===== src/rtl/core/crcft_pkg.sv =====
`timescale 1ns / 1ps
`default_nettype none

package crcft_pkg;

  // reflected crc-32 constants
  localparam logic [31:0] CRC_POLY   = 32'hEDB8_8320;
  localparam logic [31:0] CRC_INIT   = 32'hFFFF_FFFF;
  localparam logic [31:0] CRC_XOROUT = 32'hFFFF_FFFF;

  // item kinds
  typedef enum logic {
    KIND_DATA = 1'b0,
    KIND_EOF  = 1'b1
  } kind_t;

  // one input item
  typedef struct packed {
    kind_t      kind;
    logic [7:0] data_byte;
  } item_t;

  // one result item
  typedef struct packed {
    logic [31:0] file_crc;
    logic [31:0] file_length;
    logic [31:0] total_crc;
    logic [31:0] total_length;
    logic [31:0] file_count;
  } result_t;

  // one byte of the crc, lsb first, as an xor network of eight shift steps
  function automatic logic [31:0] crc_byte(input logic [31:0] crc, input logic [7:0] b);
    logic [31:0] r;
    r = crc ^ {24'd0, b};
    for (int i = 0; i < 8; i++) begin
      r = r[0] ? ((r >> 1) ^ CRC_POLY) : (r >> 1);
    end
    return r;
  endfunction

endpackage

`default_nettype wire


===== src/rtl/core/crc32_file_checksum_with_totals_top.sv =====
// crc-32 file checksum with running totals
//
// input channel (in_valid / in_ready, kind, data_byte): one transfer per
// file byte (kind 0), then one transfer with kind 1 to close the file.
// output channel (out_valid / out_ready): one transfer per closed file with
// the file crc, its length, the xor of all file crcs, the summed length and
// the file count. data bytes give no output transfer.
// throughput: one item per cycle while no file close waits; the byte crc
// step is a combinational xor network between the input register and the
// state registers. a file close passes through the input register, then
// the result register, to the output.
// when the receiver stalls, the result register holds; data bytes keep
// flowing, and a further file close waits in the input register, which
// then drops in_ready.
// reset: synchronous, active high; crc back to all ones, all counters and
// totals to zero, both registers empty.
`timescale 1ns / 1ps
`default_nettype none

module crc32_file_checksum_with_totals_top
  import crcft_pkg::*;
(
  input  wire logic        clk,
  input  wire logic        rst,
  input  wire logic        in_valid,
  output logic             in_ready,
  input  wire logic        kind,
  input  wire logic [7:0]  data_byte,
  output logic             out_valid,
  input  wire logic        out_ready,
  output logic [31:0]      file_crc,
  output logic [31:0]      file_length,
  output logic [31:0]      total_crc,
  output logic [31:0]      total_length,
  output logic [31:0]      file_count
);

  item_t   in_item;
  item_t   stg_item;
  logic    stg_valid;
  logic    stg_take;
  logic    res_space;
  logic    res_push;
  result_t res;
  result_t out_res;

  // pack input fields
  assign in_item.kind      = kind_t'(kind);
  assign in_item.data_byte = data_byte;

  // input register
  crcft_in_stage u_in_stage (
    .clk       (clk),
    .rst       (rst),
    .in_valid  (in_valid),
    .in_ready  (in_ready),
    .in_item   (in_item),
    .stg_valid (stg_valid),
    .stg_item  (stg_item),
    .stg_take  (stg_take)
  );

  // crc update and totals
  crcft_accum u_accum (
    .clk       (clk),
    .rst       (rst),
    .stg_valid (stg_valid),
    .stg_item  (stg_item),
    .stg_take  (stg_take),
    .res_space (res_space),
    .res_push  (res_push),
    .res       (res)
  );

  // result register
  crcft_out_stage u_out_stage (
    .clk       (clk),
    .rst       (rst),
    .res_push  (res_push),
    .res       (res),
    .res_space (res_space),
    .out_valid (out_valid),
    .out_ready (out_ready),
    .out_res   (out_res)
  );

  // unpack result fields
  assign file_crc     = out_res.file_crc;
  assign file_length  = out_res.file_length;
  assign total_crc    = out_res.total_crc;
  assign total_length = out_res.total_length;
  assign file_count   = out_res.file_count;

endmodule

`default_nettype wire


===== src/rtl/core/crcft_in_stage.sv =====
`timescale 1ns / 1ps
`default_nettype none

module crcft_in_stage
  import crcft_pkg::*;
(
  input  wire logic  clk,
  input  wire logic  rst,
  input  wire logic  in_valid,
  output logic       in_ready,
  input  wire item_t in_item,
  output logic       stg_valid,
  output item_t      stg_item,
  input  wire logic  stg_take
);

  // room when empty or when the held item leaves this cycle
  assign in_ready = !stg_valid || stg_take;

  // valid flag
  always_ff @(posedge clk) begin
    if (rst) begin
      stg_valid <= 1'b0;
    end else if (in_ready) begin
      stg_valid <= in_valid;
    end
  end

  // payload captured on each input transfer
  always_ff @(posedge clk) begin
    if (in_valid && in_ready) begin
      stg_item <= in_item;
    end
  end

endmodule

`default_nettype wire


===== src/rtl/core/crcft_accum.sv =====
`timescale 1ns / 1ps
`default_nettype none

module crcft_accum
  import crcft_pkg::*;
(
  input  wire logic  clk,
  input  wire logic  rst,
  input  wire logic  stg_valid,
  input  wire item_t stg_item,
  output logic       stg_take,
  input  wire logic  res_space,
  output logic       res_push,
  output result_t    res
);

  logic [31:0] running_crc;
  logic [31:0] byte_count;
  logic [31:0] crc_accumulator;
  logic [31:0] length_sum;
  logic [31:0] files_done;

  logic        is_eof;
  logic        data_take;
  logic [31:0] final_crc;
  logic [31:0] crc_accumulator_next;
  logic [31:0] length_sum_next;
  logic [31:0] files_done_next;

  // a data byte always goes; an end of file waits for a free result slot
  assign is_eof    = (stg_item.kind == KIND_EOF);
  assign data_take = stg_valid && !is_eof;
  assign res_push  = stg_valid && is_eof && res_space;
  assign stg_take  = data_take || res_push;

  // file close and totals
  assign final_crc            = running_crc ^ CRC_XOROUT;
  assign crc_accumulator_next = crc_accumulator ^ final_crc;
  assign length_sum_next      = length_sum + byte_count;
  assign files_done_next      = files_done + 32'd1;

  assign res.file_crc     = final_crc;
  assign res.file_length  = byte_count;
  assign res.total_crc    = crc_accumulator_next;
  assign res.total_length = length_sum_next;
  assign res.file_count   = files_done_next;

  // per-file and running state
  always_ff @(posedge clk) begin
    if (rst) begin
      running_crc     <= CRC_INIT;
      byte_count      <= '0;
      crc_accumulator <= '0;
      length_sum      <= '0;
      files_done      <= '0;
    end else if (data_take) begin
      running_crc <= crc_byte(running_crc, stg_item.data_byte);
      byte_count  <= byte_count + 32'd1;
    end else if (res_push) begin
      running_crc     <= CRC_INIT;
      byte_count      <= '0;
      crc_accumulator <= crc_accumulator_next;
      length_sum      <= length_sum_next;
      files_done      <= files_done_next;
    end
  end

  // file state restarts after every end of file
  a_restart: assert property (@(posedge clk) disable iff (rst)
    res_push |=> (running_crc == CRC_INIT) && (byte_count == 32'd0))
    else $error("file state not restarted after end of file");

  // each data byte adds exactly one to the length
  a_count: assert property (@(posedge clk) disable iff (rst)
    data_take |=> byte_count == $past(byte_count) + 32'd1)
    else $error("byte count did not advance on data byte");

  // each result counts one more file
  a_files: assert property (@(posedge clk) disable iff (rst)
    res_push |=> files_done == $past(files_done) + 32'd1)
    else $error("file count did not advance on result");

  // nothing pushed into a full result slot
  a_space: assert property (@(posedge clk) disable iff (rst)
    res_push |-> res_space)
    else $error("result pushed without space");

endmodule

`default_nettype wire


===== src/rtl/core/crcft_out_stage.sv =====
`timescale 1ns / 1ps
`default_nettype none

module crcft_out_stage
  import crcft_pkg::*;
(
  input  wire logic    clk,
  input  wire logic    rst,
  input  wire logic    res_push,
  input  wire result_t res,
  output logic         res_space,
  output logic         out_valid,
  input  wire logic    out_ready,
  output result_t      out_res
);

  // slot free when empty or being read this cycle
  assign res_space = !out_valid || out_ready;

  // valid flag
  always_ff @(posedge clk) begin
    if (rst) begin
      out_valid <= 1'b0;
    end else if (res_space) begin
      out_valid <= res_push;
    end
  end

  // result register
  always_ff @(posedge clk) begin
    if (res_push && res_space) begin
      out_res <= res;
    end
  end

endmodule

`default_nettype wire


===== config.mk =====
export PLATFORM = sky130hd
export DESIGN_NAME = crc32_file_checksum_with_totals_top
export DESIGN_NICKNAME = d
export VERILOG_FILES = /design/src/rtl/core/crcft_pkg.sv /design/src/rtl/core/crc32_file_checksum_with_totals_top.sv /design/src/rtl/core/crcft_in_stage.sv /design/src/rtl/core/crcft_accum.sv /design/src/rtl/core/crcft_out_stage.sv
export SDC_FILE = /design/constraint.sdc
export NUM_CORES = 1
export LEC_CHECK = 0
export ABC_AREA = 1
export BUFFER_PORTS_ARGS = -buffer_cell sky130_fd_sc_hd__buf_2
export CORE_MARGIN = 5
export CORE_UTILIZATION = 37
export DETAILED_ROUTE_END_ITERATION = 8
export PLACE_DENSITY = 0.54
export SLEW_MARGIN = 20
export SYNTH_ARGS = -nofsm -noshare
export SYNTH_HDL_FRONTEND = slang
export SYNTH_SLANG_ARGS = --single-unit

===== constraint.sdc =====
create_clock -name clk -period 5.6 [get_ports clk]
set_input_delay 0.84 -clock clk [delete_from_list [all_inputs] [get_ports clk]]
set_output_delay 0.84 -clock clk [all_outputs]
set_load 0.01 [all_outputs]

==> impl_metrics.py <==
metrics = {
    "yosys": {
        "synth-xor-area-share_pct": 6.15,
        "synth-adder-area-share_pct": 2.65,
        "yosysSeqAreaShare_pct": 50.9,
        "synth_top_cell_by_area": "edfxtp_1",
        "syn_inst": 2036,
        "synthesis.area_sq_um": 16300,
        "yosysWarnings": 0,
        "ys_types": 48,
        "synth-compound-area-share_pct": 7.01,
        "syn_nets": 2083,
        "synth_area_leaders": "edfxtp_1 (31%), dfxtp_1 (20%), nand2_1 (13%)",
        "synth_edf_count": 169,
        "synthSimpleGateAreaFrac_pct": 24.6,
        "async_reset_ff_share_pct": 0,
        "muxShareOfSynthArea_pct": 0,
        "synth_top_family_by_area": "simple AND/OR/NAND/NOR gates",
        "ys_ff_latch": 331,
        "synth-main-ff-cell": "edfxtp_1",
        "synth_top_area_share_pct": 31.1,
        "postSynthAreaPerCell_sq_um": 8.02,
    },
    "layout": {
        "fillers": 4498,
        "drive_gt1_share_pct": 12.8,
        "area_growth_pct": 16.7,
        "final_area_sq_um": 19100,
        "final_cell_count_no_fill": 2825,
        "final_cell_mix": "nand2_1 (560), inv_1 (305), nor2_1 (231), buf_2 (174), edfxtp_1 (169)",
        "fin_nets": 2252,
        "antenna_cells": 0,
        "mostFrequentLayoutCell": "nand2_1",
    },
    "power_and_ir_drop": {
        "power_density_nw_per_um2": 309,
        "power_uw": 5900,
        "p_leak_uw": 0.00906,
        "peakVddDrop_mv": 0.165,
    },
    "timing": {
        "fin_setup_tns_ps": 0,
        "fmax_mhz": 277,
        "setup_slack_ps": 1980,
        "worst_pin_slew_ps": 1030,
        "hold_viol": 0,
        "rsz0062_at_grt": "no",
        "setup_violations": 0,
        "finalCritPeriodShare_pct": 64.6,
        "slew_viol_final": 0,
        "finClkSkew_ps": 13.8,
        "relSlewSlack_pct": 31.4,
        "finalCriticalPeriod_ps": 3620,
    },
    "clocking": {
        "cts_sinks": 331,
        "worstSkewPairLatency_ps": 550,
        "tritoncts": "done",
        "post_cts_buffers": 0,
        "path_clk_slew_ps": 60,
        "cts_max_path_buffers": 3,
        "holdBufCountCts": 0,
        "post_cts_resized": 0,
        "cts.htree.levels": 2,
        "root_buffer": "clkbuf_16",
        "numCtsBuffers": 37,
    },
    "drt": {
        "via_count": 13200,
        "ant_nets": 0,
        "drc": 0,
        "wl_per_cell_microns": 15.2,
        "wl_microns": 42900,
        "first_iter_violations": 790,
        "drt_first_pass_iters": 5,
        "viasPerCell": 4.68,
    },
    "job": {
        "maxCapViolCount": 0,
    },
    "global_routing": {
        "grt_pass1_wl_microns": 67600,
        "grt_usage_pct": 17.6,
        "gr-total-overflow": 0,
        "first_global_vias": 12600,
        "grt_max_degree": 89,
        "antenna_found_initial": 0,
    },
    "critical_path": {
        "start_kind": "flip-flop",
        "required_ps": 4760,
        "critPathArrivalTime_ps": 2780,
        "cp_max_fo": 45,
        "cp-end-kind": "output pin",
        "rrSetupSlack_ps": 2540,
        "path_class": "reg -> out",
    },
    "placed_design": {
        "hpwl_microns": 30700,
        "routabilityCongestion": 0.891,
        "port_buffers": 174,
        "dpl-instance-area_sq_um": 17800,
        "dp_slack_ps": 2200,
        "dp.cells": 2758,
    },
    "floorplan": {
        "die_h_microns": 220,
        "core_sq_um": 43900,
        "die_w_microns": 220,
        "die_area_sq_um": 48400,
        "ios": 175,
        "rows": 77,
        "start_util_pct": 37.2,
    },
    "min_path": {
        "hp-class": "in -> reg",
    },
    "outcome": {
        "status": "finished clean",
    },
}
==> worst max-delay path, cell delays in order (launching register included) <==
cell and delay [ps]:
edfxtp_1 330, inv_1 130, nand2_1 120, inv_2 320
nor2_2 910, nand2_1 190, buf_2 210
==> where the power goes <==
group / switching, uW / leakage [uW] / internal, uW
clock network: 1010 / 0.000604 / 1470
registers: 81.6 / 0.00292 / 2690
logic: 430 / 0.00553 / 224
total: 1520 / 0.00906 / 4380
==> per-stage QoR <==
step | utilization (%) | hold WS, ps
after detailed placement | 40.5 | 493
after floorplan | - | 459
after global routing | 43.4 | 435
final | 43.4 | 464
after global placement | 40.5 | 475
after CTS | 43.4 | 435
==> per-layer routing <==
metal | wire (microns) | GRT usage, % | vias up
met1 | 20000 | 23.6 | 6105
met5 | 0 | 0 | -
li1 | - | - | 6807
met2 | 19900 | 29.1 | 247
met3 | 2020 | 3.34 | 70
met4 | 988 | 4.81 | 0
==> logic make-up after synthesis <==
| kind of cell | count (synthesis) |
|---|---|
| AO/OA/AOI/OAI | 211 |
| AND/OR/NAND/NOR | 978 |
| XOR/XNOR | 113 |
| buffers and inverters | 369 |
| flip-flops | 331 |
| adder cells (fa/ha/maj) | 34 |
==> synth_stat cells (all sizes together) (30+ instances only) <==
master and instances:
o21ai 112, xor2 60, clkbuf 30, nand3 109, ha 33, xnor2 53, nor3 34, edfxtp 169
dfxtp 162, nand2 569, inv 315, nor2 244, a21oi 66
==> area by class of cell <==
cell class                      instances  area (sq um)  share of cell area [%]
Clock buffer                           49          1050                    5.52
Timing Repair Buffer                  183           958                    5.03
Sequential cell                       331          8320                    43.6
Clock inverter                         18           189                   0.991
Inverter                              316          1190                    6.24
Tap cell                              592           741                    3.89
Multi-Input combinational cell       1336          6610                    34.7
==> flip-flops by register name (all words and copies together) (netlist names) <==
| signal | count |
|---|---|
| u_accum.byte_count | 32 |
| u_accum.length_sum | 32 |
| u_accum.crc_accumulator | 32 |
| u_out_stage.out_res | 160 |
| u_in_stage.stg_valid | 1 |
| u_accum.files_done | 32 |
| u_in_stage.stg_item | 9 |
| u_accum.running_crc | 32 |
| u_out_stage.out_valid | 1 |
==> path summary, 6_finish.rpt <==
kind,from,end,cells after the start
setup / recovery,u_in_stage.stg_item[8],in_ready,6
hold / removal,kind,u_in_stage.stg_item[8],1
setup reg to reg,u_in_stage.stg_item[8],u_accum.running_crc[15],8
hold reg to reg,u_accum.files_done[0],u_accum.files_done[0],1
No activity file was read; power rests on OpenSTA's default activity.
